File: config.mk
export PLATFORM = sky130hd
export DESIGN_NAME = tty_line_editor_top
export DESIGN_NICKNAME = d
export VERILOG_FILES = /design/src/sv/tle_pkg.sv /design/src/sv/tty_line_editor_top.sv
export SDC_FILE = /design/constraint.sdc
export NUM_CORES = 1
export LEC_CHECK = 0
export BUFFER_PORTS_ARGS = -buffer_cell sky130_fd_sc_hd__buf_2
export CORE_AREA = 5 5 128 130
export DETAILED_ROUTE_END_ITERATION = 16
export DIE_AREA = 0 0 133 135
export HOLD_SLACK_MARGIN = 0.06
export PLACE_DENSITY = 0.79
export SLEW_MARGIN = 30
export SYNTH_ARGS = -nofsm -noshare
export SYNTH_HDL_FRONTEND = slang
export SYNTH_SLANG_ARGS = --single-unit
File: constraint.sdc
create_clock -name clk -period 4.5 [get_ports clk]
set_input_delay 0.9 -clock clk [delete_from_list [all_inputs] [get_ports clk]]
set_output_delay 0.9 -clock clk [all_outputs]
set_load 0.01 [all_outputs]
File: src/sv/tle_pkg.sv
// Package for the terminal line editor: byte codes, control word type,
// microprogram table and dispatch decode.
// Depends on nothing; imported by tty_line_editor_top and its testbench.
package tle_pkg;

	// Terminal byte codes
	localparam logic [7:0] BYTE_ERASE_CHAR = 8'd8;
	localparam logic [7:0] BYTE_ERASE_WORD = 8'd23;
	localparam logic [7:0] BYTE_ERASE_LINE = 8'd24;
	localparam logic [7:0] BYTE_REDRAW     = 8'd18;
	localparam logic [7:0] BYTE_CR         = 8'd13;
	localparam logic [7:0] BYTE_LF         = 8'd10;
	localparam logic [7:0] BYTE_BS         = 8'd8;
	localparam logic [7:0] BYTE_SPACE      = 8'd32;
	localparam logic [7:0] BYTE_CARET      = 8'd94;
	localparam logic [7:0] BYTE_R          = 8'd82;

	// Register map
	localparam logic REG_MODE = 1'b0;
	localparam logic MODE_RAW = 1'b1;

	// Output channel tags
	localparam logic CHAN_ECHO = 1'b0;
	localparam logic CHAN_LINE = 1'b1;

	typedef logic [4:0] pc_t;

	typedef enum logic [2:0] {
		EM_NONE, EM_LF, EM_BS, EM_SP, EM_CARET, EM_R, EM_CHAR, EM_STORE
	} emit_t;

	typedef enum logic [1:0] {AP_NONE, AP_CR, AP_LF, AP_CHAR} app_t;
	typedef enum logic [1:0] {FL_KEEP, FL_DEC, FL_CLR} fill_op_t;
	typedef enum logic [1:0] {IX_KEEP, IX_CLR, IX_INC} idx_op_t;

	typedef enum logic [2:0] {
		C_NEVER, C_ALWAYS, C_EMPTY, C_IDX_DONE, C_TOP_SP, C_TOP_NSP, C_NOT_FULL
	} cond_t;

	typedef struct packed {
		emit_t    emit;
		logic     chan;
		app_t     app;
		fill_op_t fill;
		idx_op_t  idx;
		cond_t    cond;
		pc_t      target;
		logic     fin;
	} ctrl_word_t;

	localparam ctrl_word_t CW_NOP = '{EM_NONE, CHAN_ECHO, AP_NONE, FL_KEEP,
		IX_KEEP, C_NEVER, 5'd0, 1'b0};

	// Program entry points and loop heads
	localparam pc_t A_RAW  = 5'd0;
	localparam pc_t A_NL   = 5'd1;
	localparam pc_t A_ECH  = 5'd3;
	localparam pc_t A_ELN  = 5'd7;
	localparam pc_t A_EW1  = 5'd11;
	localparam pc_t A_EW2  = 5'd16;
	localparam pc_t A_RDR  = 5'd21;
	localparam pc_t A_RLP  = 5'd24;
	localparam pc_t A_DEF  = 5'd26;
	localparam pc_t A_DLV  = 5'd28;
	localparam pc_t A_DEND = 5'd30;
	localparam pc_t A_FIN  = 5'd31;

	// Entry point for a newly accepted byte
	function automatic pc_t entry_pc(input logic mode, input logic [7:0] c);
		pc_t p;
		if (mode == MODE_RAW) begin
			p = A_RAW;
		end else begin
			case (c)
				BYTE_CR, BYTE_LF: p = A_NL;
				BYTE_ERASE_CHAR:  p = A_ECH;
				BYTE_ERASE_WORD:  p = A_EW1;
				BYTE_ERASE_LINE:  p = A_ELN;
				BYTE_REDRAW:      p = A_RDR;
				default:          p = A_DEF;
			endcase
		end
		return p;
	endfunction

	// Microprogram: jump to target when cond holds, else fall through
	function automatic ctrl_word_t rom(input pc_t pc);
		ctrl_word_t w;
		w = CW_NOP;
		case (pc)
			// raw: append typed byte, deliver
			5'd0: begin
				w.app = AP_CHAR; w.idx = IX_CLR; w.cond = C_ALWAYS; w.target = A_DLV;
			end
			// CR/LF: append CR LF, echo LF, deliver
			5'd1: begin
				w.app = AP_CR; w.idx = IX_CLR;
			end
			5'd2: begin
				w.app = AP_LF; w.emit = EM_LF; w.cond = C_ALWAYS; w.target = A_DLV;
			end
			// erase one character
			5'd3: begin
				w.cond = C_EMPTY; w.target = A_FIN;
			end
			5'd4: begin
				w.emit = EM_BS; w.fill = FL_DEC;
			end
			5'd5: w.emit = EM_SP;
			5'd6: begin
				w.emit = EM_BS; w.cond = C_ALWAYS; w.target = A_FIN;
			end
			// erase whole line
			5'd7: begin
				w.cond = C_EMPTY; w.target = A_FIN;
			end
			5'd8: begin
				w.emit = EM_BS; w.fill = FL_DEC;
			end
			5'd9: w.emit = EM_SP;
			5'd10: begin
				w.emit = EM_BS; w.cond = C_ALWAYS; w.target = A_ELN;
			end
			// erase word, trailing spaces first
			5'd11: begin
				w.cond = C_EMPTY; w.target = A_FIN;
			end
			5'd12: begin
				w.cond = C_TOP_NSP; w.target = A_EW2;
			end
			5'd13: begin
				w.emit = EM_BS; w.fill = FL_DEC;
			end
			5'd14: w.emit = EM_SP;
			5'd15: begin
				w.emit = EM_BS; w.cond = C_ALWAYS; w.target = A_EW1;
			end
			// erase word, the non-space run
			5'd16: begin
				w.cond = C_EMPTY; w.target = A_FIN;
			end
			5'd17: begin
				w.cond = C_TOP_SP; w.target = A_FIN;
			end
			5'd18: begin
				w.emit = EM_BS; w.fill = FL_DEC;
			end
			5'd19: w.emit = EM_SP;
			5'd20: begin
				w.emit = EM_BS; w.cond = C_ALWAYS; w.target = A_EW2;
			end
			// redraw: ^R LF then the held bytes as echo
			5'd21: begin
				w.emit = EM_CARET; w.idx = IX_CLR;
			end
			5'd22: w.emit = EM_R;
			5'd23: w.emit = EM_LF;
			5'd24: begin
				w.cond = C_IDX_DONE; w.target = A_FIN;
			end
			5'd25: begin
				w.emit = EM_STORE; w.idx = IX_INC; w.cond = C_ALWAYS; w.target = A_RLP;
			end
			// ordinary byte: store, echo, deliver once fill reaches LINE_SIZE - 1
			5'd26: begin
				w.app = AP_CHAR; w.emit = EM_CHAR; w.idx = IX_CLR;
			end
			5'd27: begin
				w.cond = C_NOT_FULL; w.target = A_FIN;
			end
			// deliver loop
			5'd28: begin
				w.cond = C_IDX_DONE; w.target = A_DEND;
			end
			5'd29: begin
				w.emit = EM_STORE; w.chan = CHAN_LINE; w.idx = IX_INC;
				w.cond = C_ALWAYS; w.target = A_DLV;
			end
			5'd30: begin
				w.fill = FL_CLR; w.fin = 1'b1;
			end
			5'd31: w.fin = 1'b1;
			default: w = CW_NOP;
		endcase
		return w;
	endfunction

endpackage

File: src/sv/tty_line_editor_top.sv
// Top level of the terminal line editor: microcoded sequencer, line
// register array, result lookahead and output register.
// Depends on tle_pkg.
//
// Usage: typed bytes enter on the s_ stream (s_tdata), one word per byte.
// Results leave on the m_ stream: m_tdata is the byte, m_tuser the channel
// (0 echo to terminal, 1 byte of a delivered line), m_tlast marks the final
// result caused by one typed byte. Bytes that cause nothing produce no word.
// The APB port holds one register, mode (0 cooked, 1 raw), where paddr[2] = 0.
// Timing: one byte is processed at a time; s_tready is low while its program
// runs. The sequencer executes one control word per cycle unless stalled on
// the output: each result word costs one step, each loop test one more, plus
// a finish step. Results follow at up to one per cycle while the receiver
// keeps up, fewer during a delivery, where a loop test precedes each byte.
// A one-word lookahead holds each result until the next result or the finish
// step shows whether it is last.
// Stall: when the output register is full and m_tready is low, the sequencer
// freezes on its next step that must push the held result (an emitting or
// finish step); nothing is dropped. Reset clears the fill count, mode and all
// control state; line bytes are not cleared and only written ones are read.
module tty_line_editor_top #(
	parameter int LINE_SIZE = 16
) (
	input  logic        clk,
	input  logic        arst_n,
	// typed byte stream; s_tdata[7:0] = typed_byte
	input  logic        s_tvalid,
	output logic        s_tready,
	input  logic [7:0]  s_tdata,
	// result stream; m_tdata[7:0] = data_byte
	output logic        m_tvalid,
	input  logic        m_tready,
	output logic [7:0]  m_tdata,
	// m_tuser[0] = channel
	output logic        m_tuser,
	output logic        m_tlast,
	// configuration
	input  logic        psel,
	input  logic        penable,
	input  logic        pwrite,
	input  logic [2:0]  paddr,
	input  logic [31:0] pwdata,
	output logic [31:0] prdata,
	output logic        pready
);
	import tle_pkg::*;

	localparam int IW = $clog2(LINE_SIZE);
	localparam int FW = $clog2(LINE_SIZE + 1);
	localparam logic [FW-1:0] FILL_LIMIT = FW'(LINE_SIZE);
	localparam logic [FW-1:0] FULL_MARK  = FW'(LINE_SIZE - 1);

	logic            mode_q;
	logic            busy_q;
	pc_t             pc_q;
	logic [7:0]      char_q;
	logic [FW-1:0]   fill_q;
	logic [FW-1:0]   idx_q;
	logic [7:0]      line_q [LINE_SIZE];

	logic            pend_valid_q;
	logic            pend_chan_q;
	logic [7:0]      pend_byte_q;
	logic            out_valid_q;
	logic            out_chan_q;
	logic [7:0]      out_byte_q;
	logic            out_last_q;

	ctrl_word_t      cw;
	logic [IW-1:0]   rd_addr;
	logic [7:0]      rd_byte;
	logic [7:0]      emit_byte;
	logic [7:0]      app_byte;
	logic            take;
	logic            gen;
	logic            need_push;
	logic            out_ok;
	logic            adv;
	pc_t             pc_next;

	// Configuration port
	assign pready = 1'b1;
	assign prdata = {31'd0, mode_q};

	always_ff @(posedge clk or negedge arst_n) begin
		if (!arst_n) begin
			mode_q <= 1'b0;
		end else if (psel && penable && pwrite && pready && paddr[2] == REG_MODE) begin
			mode_q <= pwdata[0];
		end
	end

	// Control word and datapath selection
	assign cw = rom(pc_q);
	assign rd_addr = (cw.cond == C_TOP_SP || cw.cond == C_TOP_NSP) ?
		IW'(fill_q - FW'(1)) : idx_q[IW-1:0];
	assign rd_byte = line_q[rd_addr];

	always_comb begin
		case (cw.emit)
			EM_LF:    emit_byte = BYTE_LF;
			EM_BS:    emit_byte = BYTE_BS;
			EM_SP:    emit_byte = BYTE_SPACE;
			EM_CARET: emit_byte = BYTE_CARET;
			EM_R:     emit_byte = BYTE_R;
			EM_CHAR:  emit_byte = char_q;
			EM_STORE: emit_byte = rd_byte;
			default:  emit_byte = 8'd0;
		endcase
	end

	always_comb begin
		case (cw.app)
			AP_CR:   app_byte = BYTE_CR;
			AP_LF:   app_byte = BYTE_LF;
			default: app_byte = char_q;
		endcase
	end

	// Jump condition
	always_comb begin
		case (cw.cond)
			C_ALWAYS:   take = 1'b1;
			C_EMPTY:    take = (fill_q == '0);
			C_IDX_DONE: take = (idx_q >= fill_q);
			C_TOP_SP:   take = (rd_byte == BYTE_SPACE);
			C_TOP_NSP:  take = (rd_byte != BYTE_SPACE);
			C_NOT_FULL: take = (fill_q < FULL_MARK);
			default:    take = 1'b0;
		endcase
	end

	// Step advance: a step that must push the held result waits for the output
	assign gen       = busy_q && (cw.emit != EM_NONE);
	assign need_push = pend_valid_q && (gen || cw.fin);
	assign out_ok    = !out_valid_q || m_tready;
	assign adv       = busy_q && (!need_push || out_ok);
	assign pc_next   = take ? cw.target : pc_q + pc_t'(1);
	assign s_tready  = !busy_q;

	// Sequencer
	always_ff @(posedge clk or negedge arst_n) begin
		if (!arst_n) begin
			busy_q <= 1'b0;
			pc_q   <= A_FIN;
		end else if (s_tvalid && s_tready) begin
			busy_q <= 1'b1;
			pc_q   <= entry_pc(mode_q, s_tdata);
		end else if (adv) begin
			if (cw.fin) begin
				busy_q <= 1'b0;
			end
			pc_q <= pc_next;
		end
	end

	always_ff @(posedge clk) begin
		if (s_tvalid && s_tready) begin
			char_q <= s_tdata;
		end
	end

	// Fill count and index counter
	always_ff @(posedge clk or negedge arst_n) begin
		if (!arst_n) begin
			fill_q <= '0;
			idx_q  <= '0;
		end else if (adv) begin
			if (cw.fill == FL_CLR) begin
				fill_q <= '0;
			end else if (cw.fill == FL_DEC) begin
				fill_q <= fill_q - FW'(1);
			end else if (cw.app != AP_NONE && fill_q < FILL_LIMIT) begin
				fill_q <= fill_q + FW'(1);
			end
			if (cw.idx == IX_CLR) begin
				idx_q <= '0;
			end else if (cw.idx == IX_INC) begin
				idx_q <= idx_q + FW'(1);
			end
		end
	end

	// Line register array
	always_ff @(posedge clk) begin
		if (adv && cw.app != AP_NONE && fill_q < FILL_LIMIT) begin
			line_q[fill_q[IW-1:0]] <= app_byte;
		end
	end

	// Lookahead word: pushed out when the next result or the finish arrives
	always_ff @(posedge clk or negedge arst_n) begin
		if (!arst_n) begin
			pend_valid_q <= 1'b0;
		end else if (adv) begin
			if (gen) begin
				pend_valid_q <= 1'b1;
			end else if (cw.fin) begin
				pend_valid_q <= 1'b0;
			end
		end
	end

	always_ff @(posedge clk) begin
		if (adv && gen) begin
			pend_chan_q <= cw.chan;
			pend_byte_q <= emit_byte;
		end
	end

	// Output register
	always_ff @(posedge clk or negedge arst_n) begin
		if (!arst_n) begin
			out_valid_q <= 1'b0;
		end else if (adv && need_push) begin
			out_valid_q <= 1'b1;
		end else if (m_tready) begin
			out_valid_q <= 1'b0;
		end
	end

	always_ff @(posedge clk) begin
		if (adv && need_push) begin
			out_chan_q <= pend_chan_q;
			out_byte_q <= pend_byte_q;
			out_last_q <= cw.fin;
		end
	end

	assign m_tvalid = out_valid_q;
	assign m_tdata  = out_byte_q;
	assign m_tuser  = out_chan_q;
	assign m_tlast  = out_last_q;

	// Checks
	a_idle_fill: assert property (@(posedge clk) disable iff (!arst_n)
		!busy_q |-> fill_q <= FW'(LINE_SIZE - 2))
		else $error("fill count above line limit while idle");

	a_idle_no_pend: assert property (@(posedge clk) disable iff (!arst_n)
		!busy_q |-> !pend_valid_q)
		else $error("lookahead word left over after finish");

	a_accept_start: assert property (@(posedge clk) disable iff (!arst_n)
		(s_tvalid && s_tready) |=> busy_q && !pend_valid_q)
		else $error("program did not start cleanly");

	a_fin_idle: assert property (@(posedge clk) disable iff (!arst_n)
		(adv && cw.fin) |=> !busy_q)
		else $error("finish step did not release input");

	a_stall_hold: assert property (@(posedge clk) disable iff (!arst_n)
		(busy_q && need_push && !out_ok) |=> $stable(pc_q) && $stable(fill_q))
		else $error("sequencer moved while output stalled");

endmodule

Word-level counts from Yosys, hierarchy flattened
Memories as Yosys holds them, arrays and structs flattened.
Index checks and enable logic that the tools add are counted.
{"block": "totals", "register_bits": 46, "ramBits": 128, "input_bits": 50, "out_inout_bits": 45, "word_cells": 153, "n_memories": 1}
{"name": "line_q", "depth": 16, "word_bits": 8, "rd": 1, "rd_clocked_by_memory_dff": 0, "wr": 1, "line_no": "tty_line_editor_top.sv:59", "source": "logic [7:0] line_q [LINE_SIZE];"}
{"block": "op_classes", "addsub": 4, "magnitude_cmp": 3, "eq_ne": 58, "muxes": 29, "bitwise_logic": 1, "n_reduce_logical": 44}
{"op": "case mux 8 bit (12 select lines)", "n": 1}
{"op": "== test 5 bit, second input constant", "n": 16}
{"op": "case mux 8 bit (7 select lines)", "n": 1}
{"op": "two-way mux 5 bit", "n": 9}
{"op": "== test 5 x 4 -> 1 bit, second input constant", "n": 8}
{"op": "case mux 5 bit (5 select lines)", "n": 1}
{"op": "== test 8 x 4 -> 1 bit, second input constant", "n": 3}
{"op": "== test 8 x 5 -> 1 bit, second input constant", "n": 3}
{"op": "== test 3 bit, second input constant", "n": 7}
{"op": "case mux 3 bit (7 select lines)", "n": 1}
{"op": "== test 5 x 3 -> 1 bit, second input constant", "n": 4}
{"op": "case mux 8 bit (2 select lines)", "n": 1}
{"op": "OR reduction 4 bit", "n": 4}
{"op": "adder 5 x 1 -> 5 bit, second input constant", "n": 3}
{"op": "== test 3 x 2 -> 1 bit, second input constant", "n": 4}
{"op": "logical AND 1 bit", "n": 12}
{"op": "nonzero test 2 bit", "n": 6}
{"op": "== test 5 x 2 -> 1 bit, second input constant", "n": 2}
{"op": "logical NOT 5 bit", "n": 2}
{"op": "two-way mux 1 bit", "n": 10}
{"op": "OR reduction 2 bit", "n": 5}
{"op": "== test 8 x 6 -> 1 bit, second input constant", "n": 1}
{"op": "inequality test 8 x 6 -> 1 bit, second input constant", "n": 1}
{"op": "case mux 2 bit (2 select lines)", "n": 2}
{"op": "other kinds (18)", "n": 32}

Logic depth before layout (Yosys ltp)
{"block": "depth", "depth_word": 14, "depth_mapped": 17, "depth_no_buf": 13}

Least setup slack after synthesis
Ideal clock, no wire load.
{"block": "synth_path", "path_type": "register to register", "startpoint": "reg fill_q[0]", "endpoint": "reg pc_q[4]", "setup_ns": 0.070, "arrival_ns": 3.651, "required_ns": 4.430, "setup_slack_ns": 0.778, "path_stages_with_launch": 18, "path_buffers": 4, "synth_period_minus_slack_ns": 3.722, "cell_sequence": "dfrtp_1 -> clkbuf_1 -> inv_1 -> ha_1 -> nand3b_1 -> o32a_4 -> and2_4 -> buf_6 -> buf_6 -> mux2i_1 -> o22ai_1 -> nor4_2 -> nand4b_1 -> o211ai_1 -> or3b_1 -> buf_6 -> mux2_4 -> o21ai_2"}
{"block": "synth_via", "elab_chain_cells": 8, "word_cells_on_any_way": 12, "cone_classes": "1 x add/sub; 2 x order compare; 2 x eq/ne; 5 x mux; 1 x reduce/logical; 1 x memory"}
{"item": "from (decl)", "line_no": "tty_line_editor_top.sv:57", "source": "logic [FW-1:0] fill_q;"}
{"item": "from (signal assigned)", "line_no": "tty_line_editor_top.sv:172", "source": "fill_q <= fill_q - FW'(1);"}
{"item": "from (signal assigned)", "line_no": "tty_line_editor_top.sv:174", "source": "fill_q <= fill_q + FW'(1);"}
{"item": "subtractor 5 x 1 -> 5 bit"}
{"item": "two-way mux 4 bit", "line_no": "tty_line_editor_top.sv:95", "source": "assign rd_addr = (cw.cond == C_TOP_SP || cw.cond == C_TOP_NSP) ?"}
{"item": "memory read (16 x 8 bit)"}
{"item": "inequality test 8 x 6 -> 1 bit / == test 8 x 6 -> 1 bit (equally long branches)", "line_no": "tty_line_editor_top.sv:127, tty_line_editor_top.sv:126"}
{"item": "case mux 1 bit (6 select lines) *", "line_no": "tty_line_editor_top.sv:122", "source": "case (cw.cond)"}
{"item": "two-way mux 5 bit *", "line_no": "tty_line_editor_top.sv:138", "source": "assign pc_next = take ? cw.target : pc_q + pc_t'(1);"}
{"item": "two-way mux 5 bit *", "line_no": "tty_line_editor_top.sv:149", "source": "end else if (adv) begin"}
{"item": "two-way mux 5 bit *", "line_no": "tty_line_editor_top.sv:146", "source": "end else if (s_tvalid && s_tready) begin"}
{"item": "to (signal assigned)", "line_no": "tty_line_editor_top.sv:148", "source": "pc_q <= entry_pc(mode_q, s_tdata);"}
{"item": "to (signal assigned)", "line_no": "tty_line_editor_top.sv:153", "source": "pc_q <= pc_next;"}
{"item": "to (decl)", "line_no": "tty_line_editor_top.sv:55", "source": "pc_t pc_q;"}
Every way passes the cells marked *; elsewhere a longest branch is shown, timed or not. The select of a mux whose other input is x is not followed.
A chain may end at the register's enable or synchronous reset.

Worst setup path after layout
{"block": "layout_path", "startpoint": "reg pc_q[0]", "endpoint": "reg pc_q[0]"}
{"block": "layout_via", "elab_chain_cells": 12, "word_cells_on_any_way": 65, "cone_classes": "1 x add/sub; 38 x eq/ne; 8 x mux; 17 x reduce/logical; 1 x memory"}
{"item": "== test 5 bit (tied with other cells)", "line_no": "tle_pkg.sv:90", "source": "case (pc)"}
{"item": "OR reduction 4 bit (no line) / OR reduction 3 bit (equally long branches)"}
{"item": "case mux 8 bit (12 select lines)", "line_no": "tle_pkg.sv:90"}
{"item": "== test 3 bit", "line_no": "tty_line_editor_top.sv:95, tty_line_editor_top.sv:122"}
{"item": "logical OR 1 bit", "line_no": "tty_line_editor_top.sv:95"}
{"item": "two-way mux 4 bit", "line_no": "tty_line_editor_top.sv:95"}
{"item": "memory read (16 x 8 bit)"}
{"item": "inequality test 8 x 6 -> 1 bit / == test 8 x 6 -> 1 bit (equally long branches)", "line_no": "tty_line_editor_top.sv:127, tty_line_editor_top.sv:126"}
{"item": "case mux 1 bit (6 select lines)", "line_no": "tty_line_editor_top.sv:122"}
{"item": "two-way mux 5 bit", "line_no": "tty_line_editor_top.sv:138"}
{"item": "two-way mux 5 bit", "line_no": "tty_line_editor_top.sv:149"}
{"item": "two-way mux 5 bit", "line_no": "tty_line_editor_top.sv:146"}
Several ways; a longest one is shown, not always the timed one. The select of a mux whose other input is x is not followed.

==> out/results.ini <==
[status]
outcome = finished clean

[global_route]
antenna_found_initial = 0
grt_pass1_vias = 5934
grt_max_degree = 26
grt_first_pass_wirelength_um = 32100
overflow = 0
track_usage_pct = 22.9

[place]
gp_congestion = 0.925
placed_area_sq_um = 9050
dp_hpwl_um = 14000
io_buffers = 29

[clock_network]
cts_buffers = 17
clock_latency_ns = 0.44
cts_sinks = 174
post_cts_buffers = 0
cts_tree = done
clk_path_buf_depth = 2
postCtsHoldBufs = 0
cts_max_level = 4
root_buffer = clkbuf_16
clk_pin_slew_worst_paths_ns = 0.07

[setup_path]
cp-start-kind = flip-flop
path_max_fanout = 25
worstSetupPathType = reg -> reg
worstPathArrival_ns = 4.70
cp-end-kind = flip-flop
rrSetupSlack_ns = 0.14
required_ns = 4.84
reg2reg_depth = 14
rr_startpoint = pc_q[0]
r2r_end = pc_q[0]

[logic_synthesis]
synth-main-ff-cell = edfxtp_1
synthesis.area_sq_um = 8740
netlist_instances = 714
avgSynthCellArea_sq_um = 12.2
async_reset_ff_share_pct = 10.9
synth_cell_types = 70
yosysSeqAreaShare_pct = 58.7
ys_warn_count = 0
synth_edf_count = 155
ys_ff_latch = 174

[die]
coreArea_sq_um = 15000
die_w_um = 133
initial_core_util_pct = 58.2
dieArea_sq_um = 18000
die_y_um = 135
num_rows = 45
io_pins = 95

[timing]
relSlewSlack_pct = 42.9
tightest_slew_ns = 0.854
slew_violations = 0
hold_viol_final = 0
fmax_mhz = 229
skew_ns = 0.0140
grt_setup_unrepaired = no
post-route-period-util_pct = 96.9
setup_viol = 0
finalSetupTns_ns = 0
period_needed_ns = 4.36

[drt]
dr_wl_met2_um = 10200
m1WireLength_um = 8140
dr.pass1.iters = 6
totalWireLength_um = 20300
via_per_inst = 6.33
route.detailed.drc = 0
wl_met3_um = 1470
top_layer_used = met4
vias = 6023
drtIter0Drc = 639
wl_per_cell_um = 21.3
ant_nets = 0

[finish]
nets = 823
n_antenna_cell = 0
drive_gt1_share_pct = 14.4
utilization_pct = 64.4
syn2layout_area_growth_pct = 10.7
stdcell_area_sq_um = 9680

[power_and_ir_drop]
leakage_nw = 3.63
power_density_nw_per_um2 = 795
ir_drop_uv = 564

[job]
drv_cap = 0

[worst_hold_path]
hold_path_class = in -> async

[worst max-delay path, cell delays in order, from the launching register on]
cell      delay, ns
dfstp_2        0.57
inv_1          0.08
ha_1           0.34
buf_4          0.21
o32a_4         0.48
and2_4         0.24
buf_12         0.16
mux2i_1        0.20
o22ai_1        0.12
nor4_1         0.63
nand4b_1       0.24
nor4_1         0.07
or3b_4         0.48
mux2i_1        0.14
a311oi_1       0.29
[cells in the mapped netlist (20+ instances only)]
master      n  area [sq um]
edfxtp_1  155          4650
mux2i_1    56           561
nand2_1    44           165
o21ai_0    42           210
buf_4      34           255
nor2_1     34           128
o22ai_1    34           213
and3_1     28           175
a21oi_1    25           125
ha_1       22           275
clkbuf_1   20          75.1
inv_1      20          75.1
[cells in the final DEF (no fill, tap or decap), drive strengths merged, types with 3 or more instances in the layout]
cell	instances
edfxtp	155
mux2i	56
buf	56
o21ai	47
nand2	44
nor2	34
o22ai	34
conb	32
and3	28
inv	26
a21oi	25
ha	22
clkbuf	17
a21boi	14
dfrtp	14
nor3	13
nand2b	13
and2	11
nor2b	9
o2111ai	9
nand3	8
nor4	8
clkinv	7
o31ai	6
dfstp	5
nand4b	4
xnor2	4
a31oi	4
mux2	4
o32a	4
o21a	3
nand4	3
a211oi	3
a21o	3
o211ai	3
or2	3
[through the flow]
step,power (mW),cells,hold slack [ns],setup slack [ns]
3_3_place_gp,5.93,919,0.401,0.196
3_5_place_dp,6.07,919,0.405,0.220
5_1_grt,8.10,952,0.420,0.0220
6_report,7.70,952,0.400,0.138
4_1_cts,7.62,951,0.412,0.111
2_1_floorplan,4.98,744,0.400,0.778
[report_power, final]
part / total (mW) / internal, mW / switching [mW] / leakage, nW
Clock: 1.52 / 0.846 / 0.675 / 0.303
Combinational: 3.60 / 1.35 / 2.24 / 1.69
Sequential: 2.58 / 2.33 / 0.249 / 1.63
[flip-flops by register name, indices dropped and copies added (netlist names), 5 cells and up]
| name | flops |
|---|---|
| idx_q | 5 |
| pend_byte_q | 8 |
| line_q | 128 |
| m_tdata | 8 |
| char_q | 8 |
| pc_q | 5 |
| fill_q | 5 |
[layer usage]
metal  track usage, %  up-vias
met4             8.72        0
li1                 -     2739
met3             4.55       47
met1             29.4     2963
met2             38.6      274
met5                0        -
[area by class of cell]
class | count | area (sq um)
fill | 1061 | 5360
sequential | 174 | 5140
multi-input combinational | 482 | 3230
clock buffer | 17 | 425
timing repair buffer | 56 | 383
tap | 188 | 235
clock inverter | 15 | 196
inverter | 20 | 75.1
[worst max path at each step]
stage	start	end	depth (start not counted)
2_1_floorplan	fill_q[0]	pc_q[4]	17
3_3_place_gp	pc_q[0]	pc_q[1]	14
3_5_place_dp	pc_q[1]	pc_q[0]	15
4_1_cts	pc_q[1]	pc_q[0]	14
5_1_grt	pc_q[1]	pc_q[1]	16
6_report	pc_q[0]	pc_q[0]	14
[cell families after synthesis]
logic type / after synthesis / synth area share, %
AND/OR/NAND/NOR: 189 / 11.7
multiplexers: 60 / 6.97
flip-flops: 174 / 58.7
adder cells (fa/ha/maj): 22 / 3.15
XOR/XNOR: 6 / 0.601
other: 2 / 0.0859
AO/OA/AOI/OAI: 173 / 13.0
buffers and inverters: 88 / 5.75
[what timing repair did]
action / in CTS / in global routing
gates resized for setup: 0 / 1
setup endpoints to repair: 0 / 4
endpoints found under the hold margin: 0 / 0
Power figures use the tool's default switching activity.
